[src/hdl/hwsm_pkg.sv]
// Package for the hall wheel speed meter: widths, constants, codes and the
// structs that join the controller and the datapath. Depends on nothing.
`default_nettype none

package hwsm_pkg;

    localparam int TIME_BITS     = 32;
    localparam int RPM_FRAC_BITS = 8;

    localparam int CFG_DATA_W = 32;
    localparam int CFG_IDX_W  = 3;
    localparam int RPM_W      = 23;
    localparam int SPEED_W    = 20;
    localparam int FACTOR_W   = 16;
    localparam int PPR_W      = 5;

    localparam longint unsigned US_PER_MIN = 64'd60000000;
    localparam longint unsigned NUM        = US_PER_MIN << RPM_FRAC_BITS;
    localparam int NUM_W      = $clog2(NUM + 64'd1);
    localparam int DIVISOR_W  = TIME_BITS + PPR_W;
    localparam int DIV_CNT_W  = $clog2(NUM_W + 1);
    localparam int PROD_W     = RPM_W + FACTOR_W;

    localparam logic [RPM_W-1:0]   RPM_MAX   = {RPM_W{1'b1}};
    localparam logic [SPEED_W-1:0] SPEED_MAX = {SPEED_W{1'b1}};

    typedef enum logic [CFG_IDX_W-1:0] {
        CFG_DEBOUNCE      = 3'd0,
        CFG_SPIKE_LIMIT   = 3'd1,
        CFG_TIMEOUT       = 3'd2,
        CFG_TIMEOUT_FLOOR = 3'd3,
        CFG_PULSES_PER_REV = 3'd4,
        CFG_SPEED_FACTOR  = 3'd5
    } cfg_idx_t;

    typedef struct packed {
        logic [TIME_BITS-1:0] debounce_us;
        logic [RPM_W-1:0]     spike_limit_q8;
        logic [TIME_BITS-1:0] timeout_us;
        logic [RPM_W-1:0]     timeout_floor_q8;
        logic [PPR_W-1:0]     pulses_per_rev;
        logic [FACTOR_W-1:0]  speed_factor_q16;
    } cfg_t;

    typedef enum logic [2:0] {
        ST_IDLE,
        ST_PULSE_CHK,
        ST_DIV_START,
        ST_DIV_WAIT,
        ST_PULSE_UPD,
        ST_QUERY_EVAL,
        ST_QUERY_OUT
    } state_t;

    typedef struct packed {
        logic latch_in;
        logic load_div;
        logic div_start;
        logic pulse_upd;
        logic query_eval;
        logic load_out;
    } ctrl_cmd_t;

    typedef struct packed {
        logic pulse_ok;
        logic div_done;
        logic out_free;
    } dp_status_t;

endpackage

`default_nettype wire

[src/hdl/hwsm_cfg.sv]
// Configuration register file of the hall wheel speed meter.
// Depends on hwsm_pkg for the register codes and the cfg_t struct.
`default_nettype none

module hwsm_cfg (
    input  wire logic                            clk,
    input  wire logic                            rst_n,
    input  wire logic                            wr_en,
    input  wire logic [hwsm_pkg::CFG_IDX_W-1:0]  wr_index,
    input  wire logic [hwsm_pkg::CFG_DATA_W-1:0] wr_data,
    output hwsm_pkg::cfg_t                       cfg
);
    import hwsm_pkg::*;

    cfg_t cfg_reg;
    cfg_t cfg_next;

    always_comb
    begin
        cfg_next = cfg_reg;
        if (wr_en)
        begin
            case (cfg_idx_t'(wr_index))
                CFG_DEBOUNCE:       cfg_next.debounce_us      = wr_data[TIME_BITS-1:0];
                CFG_SPIKE_LIMIT:    cfg_next.spike_limit_q8   = wr_data[RPM_W-1:0];
                CFG_TIMEOUT:        cfg_next.timeout_us       = wr_data[TIME_BITS-1:0];
                CFG_TIMEOUT_FLOOR:  cfg_next.timeout_floor_q8 = wr_data[RPM_W-1:0];
                CFG_PULSES_PER_REV: cfg_next.pulses_per_rev   = wr_data[PPR_W-1:0];
                CFG_SPEED_FACTOR:   cfg_next.speed_factor_q16 = wr_data[FACTOR_W-1:0];
                default:            cfg_next = cfg_reg;
            endcase
        end
    end

    always_ff @(posedge clk or negedge rst_n)
    begin
        if (!rst_n)
        begin
            cfg_reg.debounce_us      <= TIME_BITS'(2000);
            cfg_reg.spike_limit_q8   <= RPM_W'(192000);
            cfg_reg.timeout_us       <= TIME_BITS'(5000000);
            cfg_reg.timeout_floor_q8 <= RPM_W'(76800);
            cfg_reg.pulses_per_rev   <= PPR_W'(2);
            cfg_reg.speed_factor_q16 <= FACTOR_W'(7117);
        end
        else
        begin
            cfg_reg <= cfg_next;
        end
    end

    assign cfg = cfg_reg;

endmodule

`default_nettype wire

[src/hdl/hwsm_div.sv]
// Restoring serial divider: the fixed rpm numerator over the scaled period,
// one quotient bit per cycle. Depends on hwsm_pkg for widths and the numerator.
`default_nettype none

module hwsm_div (
    input  wire logic                           clk,
    input  wire logic                           rst_n,
    input  wire logic                           start,
    input  wire logic [hwsm_pkg::DIVISOR_W-1:0] divisor,
    output logic      [hwsm_pkg::NUM_W-1:0]     quotient,
    output logic                                done
);
    import hwsm_pkg::*;

    logic                 busy_reg, busy_next;
    logic                 done_reg, done_next;
    logic [DIV_CNT_W-1:0] cnt_reg, cnt_next;
    logic [DIVISOR_W-1:0] rem_reg, rem_next;
    logic [DIVISOR_W-1:0] div_reg, div_next;
    logic [NUM_W-1:0]     quo_reg, quo_next;

    logic [DIVISOR_W:0]   trial;
    logic [DIVISOR_W:0]   diff;
    logic                 ge;

    always_comb
    begin
        trial = {rem_reg, quo_reg[NUM_W-1]};
        diff  = trial - {1'b0, div_reg};
        ge    = (trial >= {1'b0, div_reg});

        busy_next = busy_reg;
        done_next = 1'b0;
        cnt_next  = cnt_reg;
        rem_next  = rem_reg;
        div_next  = div_reg;
        quo_next  = quo_reg;

        if (start)
        begin
            busy_next = 1'b1;
            cnt_next  = DIV_CNT_W'(NUM_W);
            rem_next  = '0;
            div_next  = divisor;
            quo_next  = NUM[NUM_W-1:0];
        end
        else if (busy_reg)
        begin
            rem_next = ge ? diff[DIVISOR_W-1:0] : trial[DIVISOR_W-1:0];
            quo_next = {quo_reg[NUM_W-2:0], ge};
            cnt_next = cnt_reg - DIV_CNT_W'(1);
            if (cnt_reg == DIV_CNT_W'(1))
            begin
                busy_next = 1'b0;
                done_next = 1'b1;
            end
        end
    end

    always_ff @(posedge clk or negedge rst_n)
    begin
        if (!rst_n)
        begin
            busy_reg <= 1'b0;
            done_reg <= 1'b0;
            cnt_reg  <= '0;
        end
        else
        begin
            busy_reg <= busy_next;
            done_reg <= done_next;
            cnt_reg  <= cnt_next;
        end
    end

    always_ff @(posedge clk)
    begin
        rem_reg <= rem_next;
        div_reg <= div_next;
        quo_reg <= quo_next;
    end

    assign quotient = quo_reg;
    assign done     = done_reg;

endmodule

`default_nettype wire

[src/hdl/hwsm_dp.sv]
// Datapath of the hall wheel speed meter: pulse time and rpm state, period
// scaling, spike filter, timeout and speed product, output register.
// Depends on hwsm_pkg and hwsm_div.
`default_nettype none

module hwsm_dp (
    input  wire logic                           clk,
    input  wire logic                           rst_n,
    input  wire hwsm_pkg::cfg_t                 cfg,
    input  wire hwsm_pkg::ctrl_cmd_t            cmd,
    output hwsm_pkg::dp_status_t                status,
    input  wire logic [hwsm_pkg::TIME_BITS-1:0] timestamp_us,
    input  wire logic                           out_ready,
    output logic                                out_valid,
    output logic      [hwsm_pkg::RPM_W-1:0]     rpm_q8,
    output logic      [hwsm_pkg::SPEED_W-1:0]   speed_kmh_q8,
    output logic                                timed_out
);
    import hwsm_pkg::*;

    logic [TIME_BITS-1:0] ts_reg;
    logic [TIME_BITS-1:0] last_reg, last_next;
    logic [RPM_W-1:0]     rpm_reg, rpm_next;
    logic [DIVISOR_W-1:0] divisor_reg;
    logic                 zero_period_reg;
    logic [PROD_W-1:0]    prod_reg;
    logic                 tout_reg;
    logic                 out_valid_reg, out_valid_next;
    logic [RPM_W-1:0]     out_rpm_reg;
    logic [SPEED_W-1:0]   out_speed_reg;
    logic                 out_tout_reg;

    logic [TIME_BITS-1:0] elapsed;
    logic [PPR_W-1:0]     ppr_eff;
    logic [NUM_W-1:0]     quotient;
    logic                 div_done;
    logic [NUM_W-1:0]     fresh;
    logic [NUM_W-1:0]     old_ext;
    logic [NUM_W-1:0]     jump;
    logic                 spike;
    logic [RPM_W-1:0]     fresh_sat;
    logic                 timeout_hit;
    logic [RPM_W-1:0]     rpm_query;
    logic [RPM_W-1:0]     speed_full;

    hwsm_div u_div (
        .clk      (clk),
        .rst_n    (rst_n),
        .start    (cmd.div_start),
        .divisor  (divisor_reg),
        .quotient (quotient),
        .done     (div_done)
    );

    always_comb
    begin
        // Time differences wrap naturally in the fixed width.
        elapsed = ts_reg - last_reg;
        ppr_eff = (cfg.pulses_per_rev == '0) ? PPR_W'(1) : cfg.pulses_per_rev;

        // The spike filter compares the unsaturated quotient.
        fresh     = zero_period_reg ? '0 : quotient;
        old_ext   = NUM_W'(rpm_reg);
        jump      = (fresh > old_ext) ? (fresh - old_ext) : (old_ext - fresh);
        spike     = (rpm_reg != '0) && (jump > NUM_W'(cfg.spike_limit_q8));
        fresh_sat = (fresh > NUM_W'(RPM_MAX)) ? RPM_MAX : fresh[RPM_W-1:0];

        timeout_hit = (elapsed > cfg.timeout_us) && (rpm_reg < cfg.timeout_floor_q8);
        rpm_query   = timeout_hit ? '0 : rpm_reg;

        speed_full = prod_reg[PROD_W-1:FACTOR_W];

        last_next = cmd.load_div ? ts_reg : last_reg;
        rpm_next  = rpm_reg;
        if (cmd.pulse_upd && !spike)
        begin
            rpm_next = fresh_sat;
        end
        else if (cmd.query_eval)
        begin
            rpm_next = rpm_query;
        end

        out_valid_next = out_valid_reg;
        if (cmd.load_out)
        begin
            out_valid_next = 1'b1;
        end
        else if (out_ready)
        begin
            out_valid_next = 1'b0;
        end
    end

    always_ff @(posedge clk or negedge rst_n)
    begin
        if (!rst_n)
        begin
            last_reg      <= '0;
            rpm_reg       <= '0;
            out_valid_reg <= 1'b0;
        end
        else
        begin
            last_reg      <= last_next;
            rpm_reg       <= rpm_next;
            out_valid_reg <= out_valid_next;
        end
    end

    always_ff @(posedge clk)
    begin
        if (cmd.latch_in)
        begin
            ts_reg <= timestamp_us;
        end
        if (cmd.load_div)
        begin
            divisor_reg     <= DIVISOR_W'(elapsed) * DIVISOR_W'(ppr_eff);
            zero_period_reg <= (elapsed == '0) || (64'(elapsed) > NUM);
        end
        if (cmd.query_eval)
        begin
            prod_reg <= PROD_W'(rpm_query) * PROD_W'(cfg.speed_factor_q16);
            tout_reg <= timeout_hit;
        end
        if (cmd.load_out)
        begin
            out_rpm_reg   <= rpm_reg;
            out_speed_reg <= (speed_full > RPM_W'(SPEED_MAX)) ?
                             SPEED_MAX : speed_full[SPEED_W-1:0];
            out_tout_reg  <= tout_reg;
        end
    end

    assign status.pulse_ok = (elapsed > cfg.debounce_us);
    assign status.div_done = div_done;
    assign status.out_free = !out_valid_reg || out_ready;

    assign out_valid    = out_valid_reg;
    assign rpm_q8       = out_rpm_reg;
    assign speed_kmh_q8 = out_speed_reg;
    assign timed_out    = out_tout_reg;

endmodule

`default_nettype wire

[src/hdl/hwsm_ctrl.sv]
// Controller of the hall wheel speed meter: sequences pulse and query work.
// Depends on hwsm_pkg for the state type and the command and status structs.
`default_nettype none

module hwsm_ctrl (
    input  wire logic                 clk,
    input  wire logic                 rst_n,
    input  wire logic                 in_valid,
    input  wire logic                 func,
    output logic                      in_ready,
    input  wire hwsm_pkg::dp_status_t status,
    output hwsm_pkg::ctrl_cmd_t       cmd
);
    import hwsm_pkg::*;

    state_t state_reg, state_next;

    always_ff @(posedge clk or negedge rst_n)
    begin
        if (!rst_n)
        begin
            state_reg <= ST_IDLE;
        end
        else
        begin
            state_reg <= state_next;
        end
    end

    always_comb
    begin
        state_next = state_reg;
        cmd        = '0;
        in_ready   = 1'b0;
        case (state_reg)
            ST_IDLE:
            begin
                in_ready = 1'b1;
                if (in_valid)
                begin
                    cmd.latch_in = 1'b1;
                    state_next   = func ? ST_QUERY_EVAL : ST_PULSE_CHK;
                end
            end
            ST_PULSE_CHK:
            begin
                // A pulse inside the debounce interval is dropped here.
                if (status.pulse_ok)
                begin
                    cmd.load_div = 1'b1;
                    state_next   = ST_DIV_START;
                end
                else
                begin
                    state_next = ST_IDLE;
                end
            end
            ST_DIV_START:
            begin
                cmd.div_start = 1'b1;
                state_next    = ST_DIV_WAIT;
            end
            ST_DIV_WAIT:
            begin
                if (status.div_done)
                begin
                    state_next = ST_PULSE_UPD;
                end
            end
            ST_PULSE_UPD:
            begin
                cmd.pulse_upd = 1'b1;
                state_next    = ST_IDLE;
            end
            ST_QUERY_EVAL:
            begin
                cmd.query_eval = 1'b1;
                state_next     = ST_QUERY_OUT;
            end
            ST_QUERY_OUT:
            begin
                if (status.out_free)
                begin
                    cmd.load_out = 1'b1;
                    state_next   = ST_IDLE;
                end
            end
            default:
            begin
                state_next = ST_IDLE;
            end
        endcase
    end

endmodule

`default_nettype wire

[src/hdl/hall_wheel_speed_meter_core.sv]
// Top level of the hall wheel speed meter core.
// Depends on hwsm_pkg, hwsm_cfg, hwsm_ctrl and hwsm_dp (with hwsm_div).
//
// Usage. The input channel (in_valid/in_ready, func, timestamp_us) carries one
// beat per event. A beat with func low is a hall pulse; it yields no result.
// A beat with func high is a speed query; it yields exactly one beat on the
// output channel (out_valid/out_ready, rpm_q8, speed_kmh_q8, timed_out).
// The configuration channel (cfg_valid/cfg_ready, cfg_index, cfg_data) is
// always ready and writes one register per beat; indexes above five are
// ignored. Write it only while the core is idle.
//
// Sequencing. The core works on one event at a time. A pulse inside the
// debounce window is dropped at the debounce check. For an accepted pulse the
// period is scaled by the pulse count, then a restoring divider forms the rpm
// one quotient bit per cycle. A query is evaluated, then its result goes into
// the output register, which raises the output beat in the same cycle.
//
// Reset clears the pulse time and the rpm to zero, loads the default register
// values and empties the output register. When the receiver stalls, the
// result waits in the output register and pulses are still taken; a second
// query waits in its last step until the pending beat is taken.
`default_nettype none

module hall_wheel_speed_meter_core (
    input  wire logic                            clk,
    input  wire logic                            rst_n,
    input  wire logic                            in_valid,
    output logic                                 in_ready,
    input  wire logic                            func,
    input  wire logic [hwsm_pkg::TIME_BITS-1:0]  timestamp_us,
    output logic                                 out_valid,
    input  wire logic                            out_ready,
    output logic      [hwsm_pkg::RPM_W-1:0]      rpm_q8,
    output logic      [hwsm_pkg::SPEED_W-1:0]    speed_kmh_q8,
    output logic                                 timed_out,
    input  wire logic                            cfg_valid,
    output logic                                 cfg_ready,
    input  wire logic [hwsm_pkg::CFG_IDX_W-1:0]  cfg_index,
    input  wire logic [hwsm_pkg::CFG_DATA_W-1:0] cfg_data
);
    import hwsm_pkg::*;

    cfg_t       cfg;
    ctrl_cmd_t  cmd;
    dp_status_t status;

    // Register writes never stall.
    assign cfg_ready = 1'b1;

    hwsm_cfg u_cfg (
        .clk      (clk),
        .rst_n    (rst_n),
        .wr_en    (cfg_valid),
        .wr_index (cfg_index),
        .wr_data  (cfg_data),
        .cfg      (cfg)
    );

    // The controller decides when a beat is taken and steps the datapath.
    hwsm_ctrl u_ctrl (
        .clk      (clk),
        .rst_n    (rst_n),
        .in_valid (in_valid),
        .func     (func),
        .in_ready (in_ready),
        .status   (status),
        .cmd      (cmd)
    );

    // The datapath holds the pulse time, the rpm state and the output register.
    hwsm_dp u_dp (
        .clk          (clk),
        .rst_n        (rst_n),
        .cfg          (cfg),
        .cmd          (cmd),
        .status       (status),
        .timestamp_us (timestamp_us),
        .out_ready    (out_ready),
        .out_valid    (out_valid),
        .rpm_q8       (rpm_q8),
        .speed_kmh_q8 (speed_kmh_q8),
        .timed_out    (timed_out)
    );

endmodule

`default_nettype wire

[config.mk]
export PLATFORM = sky130hd
export DESIGN_NAME = hall_wheel_speed_meter_core
export DESIGN_NICKNAME = d
export VERILOG_FILES = /design/src/hdl/hwsm_pkg.sv /design/src/hdl/hwsm_cfg.sv /design/src/hdl/hwsm_div.sv /design/src/hdl/hwsm_dp.sv /design/src/hdl/hwsm_ctrl.sv /design/src/hdl/hall_wheel_speed_meter_core.sv
export SDC_FILE = /design/constraint.sdc
export NUM_CORES = 2
export LEC_CHECK = 0
export BUFFER_PORTS_ARGS = -buffer_cell sky130_fd_sc_hd__buf_2
export CORE_MARGIN = 1
export CORE_UTILIZATION = 60
export CTS_CLUSTER_SIZE = 16
export DETAILED_ROUTE_END_ITERATION = 6
export PLACE_DENSITY = 0.77
export SLEW_MARGIN = 20
export SYNTH_ARGS = -nofsm -noshare
export SYNTH_HDL_FRONTEND = slang
export SYNTH_SLANG_ARGS = --single-unit
[constraint.sdc]
create_clock -name clk -period 13.4 [get_ports clk]
set_input_delay 2.68 -clock clk [delete_from_list [all_inputs] [get_ports clk]]
set_output_delay 2.68 -clock clk [all_outputs]
set_load 0.01 [all_outputs]
==> run metrics <==
status=finished clean; Worst-Margin Slew=1.10 ns; CP Class=flop to flop; Rel. slew slack=26.1%; Final #Nets=5334; Ys Warns=0; # clock sinks=444; largest net degree at the start of global routing=140; Final Hold Viols=0; via count=32100; EDFF count, synth=175; CTS Root Cell=clkbuf_16; FFs w/ async S/R, synth=44.6%; vias in the first global route=31700; syn avg cell area=9.28 µm²; Core Rows=95; vias per inst=5.92; Port Buf Inserts=118; Max Clk Rate=79.3 MHz; TritonRoute pass-1 iters=6; FF-to-FF Start=u_dp.ts_reg[0]; total gr overflow=0; Worst-Skew Late Latency=0.63 ns; Hold Path Class=flop to flop; sequential cell area fraction in the yosys report=28.3%; Finish-stage setup viols=0; number of synthesized register bits=444; post-place setup slack=0.829 ns; worst r2r path cells=48; R2R Setup Slk=0.79 ns; post-synthesis cell area=41300 µm²; Fill cells=5307; multi-input logic area=26300 µm²; FF/Latch Area=11700 µm²; Data required, critical path=13.76 ns; hpwl dp=78300 µm; Setup TNS Final=0 ns; Slew Viols, Final=0; reg-to-reg critical path endpoint=u_dp.prod_reg[36]; max FFs per register=131; CP max FO=14; CP Data Arrival Time=12.97 ns; layout cells sized above 1=9.69%; HP Start=u_dp.divisor_reg[17]; num ports=120; Finished Cell Area=44600 µm²; hold endpoint=u_dp.u_div.div_reg[17]; Hold Crit Depth=0; Worst setup SP type=flop; Setup WS post-layout=0.791 ns; All-Layer GR Usage=30.7%; H-tree lvl count=2; slowest CP cell=a211oi_1; type of destination of the critical path=flop; drt initial violations=2795; Remaining DRCs=0; final period utilization=94.1%; Clk pin slew, worst setup/hold paths=0.06 ns; core area=67600 µm²; final WL=105000 µm; Vert. Die Dim=264 µm; Die X=264 µm; post-route minimum period=12.61 ns; CP startpoint=u_dp.ts_reg[0]; Initial Util=61.0%; placed instance area=42800 µm²; drt wl/cell=19.3 µm; Final Util=65.9%; CP max stage delay=0.57 ns; area growth from synthesis to layout=8.06%; RD Place Congestion=0.937; initial antenna violation count=10; # hold bufs at CTS=0; MaxCap Viol Count=0; global-route wire length before repair=170000 µm; Post-Synthesis Cells=4447; RSZ-0062 raised after global routing=no; CP dominant cell by count=fa_1; Clock Skews=0.0293 ns; Synthesized Nets=5283; Num CTS Buffers=50; die area=69800 µm²; remaining antenna violation count=0; Cell variety after synth=91; most used flip-flop cell after synthesis=edfxtp_1; Max clock buf depth=3; CTS tree=yes
## synthesized netlist by cell type (all sizes together) (9+ instances only)
cell	instances	area, µm²
a21o	93	698
nor2	201	754
a221oi	10	87.6
and3	149	932
o21ai	240	1220
a211oi	25	188
edfxtp	175	5260
nand2	576	2160
o21a	29	219
or3	13	81.3
a31oi	24	165
inv	684	2570
and2	47	294
dfxtp	71	1420
mux2	82	923
fa	385	7710
dfstp	35	920
dfrtp	163	4080
nor2b	60	375
buf	21	116
nand2b	59	369
mux2i	85	851
a21oi	215	1090
xnor2	86	753
o211ai	19	143
nor3	39	195
nand4	54	338
or2	9	56.3
xor2	48	420
nor4	14	87.6
nand3	48	240
o21bai	22	165
ha	378	4730
clkbuf	171	642
## final cells by class
| cell class | count | share of cell area [%] |
|---|---|---|
| Timing Repair Buffer | 191 | 2.65 |
| Multi-Input combinational cell | 3126 | 59.1 |
| Inverter | 685 | 5.76 |
| Clock inverter | 38 | 0.889 |
| Antenna cell | 8 | 0.0449 |
| Tap cell | 873 | 2.45 |
| Clock buffer | 56 | 2.96 |
| Sequential cell | 444 | 26.2 |
## critical path: cells and delay by family (launching register included)
family | cells | cell delay, ns
xor+xnor | 2 | 0.49
fa+ha+maj | 10 | 4.19
flops | 1 | 0.38
compound gates | 16 | 4.07
simple gates | 10 | 1.83
buf+inv | 10 | 1.36
## kinds of logic (layout without fill, tap and decap cells)
logic type / Yosys count / in the layout / synth area share [%]
DFF: 444 / 444 / 28.3
buffers and inverters: 877 / 970 / 8.07
and+or+nand+nor: 1298 / 1298 / 14.9
xor gates and xnor gates: 134 / 134 / 2.84
adders and majority gates: 763 / 763 / 30.1
other: 1 / 9 / 0.00908
muxes: 167 / 167 / 4.30
AOI/OAI and AO/OA: 763 / 763 / 11.5
## per-stage QoR
step / std cells / hold WS [ns]
2_1_floorplan: 4447 / 0.400
3_3_place_gp: 5317 / 0.400
3_5_place_dp: 5319 / 0.405
4_1_cts: 5413 / 0.419
5_1_grt: 5421 / 0.425
6_report: 5421 / 0.417
## what timing repair did
action,4_1_cts,5_1_grt
endpoints found under the hold margin,0,0
setup buffers,0,0
gates resized for setup,0,4
setup endpoints to repair,0,6
## per-layer routing
layer | vias up | track usage [%] | wire (µm)
met4 | 2 | 10.9 | 3590
met2 | 1299 | 47.4 | 47100
met5 | - | 0 | 13
met1 | 15700 | 43.7 | 44900
li1 | 14900 | - | -
met3 | 254 | 5.12 | 9220
## how the worst max path moves through the flow
stage	slack (ns)	end
floorplan	2.37	u_dp.prod_reg[31]
global placement	0.16	u_dp.prod_reg[36]
detailed placement	0.83	u_dp.prod_reg[36]
CTS	0.72	u_dp.prod_reg[36]
global route	0.03	u_dp.prod_reg[31]
finish	0.79	u_dp.prod_reg[36]
## cell usage in the layout, fill, tap and decap left out, types with 59 or more instances in the layout
master / instances
nand2b_1: 59
nor2_1: 197
buf_4: 71
a21o_1: 93
nor2b_1: 60
nand2_1: 576
dfxtp_1: 71
a21oi_1: 212
dfrtp_1: 159
o21ai_0: 234
edfxtp_1: 175
xnor2_1: 86
mux2_2: 82
inv_1: 684
mux2i_1: 85
fa_1: 385
ha_1: 378
buf_2: 117
and3_1: 149
Power is left out: the tool's default activity adds up to more than one toggle a clock period on the data nets, which glitch-free logic cannot reach.
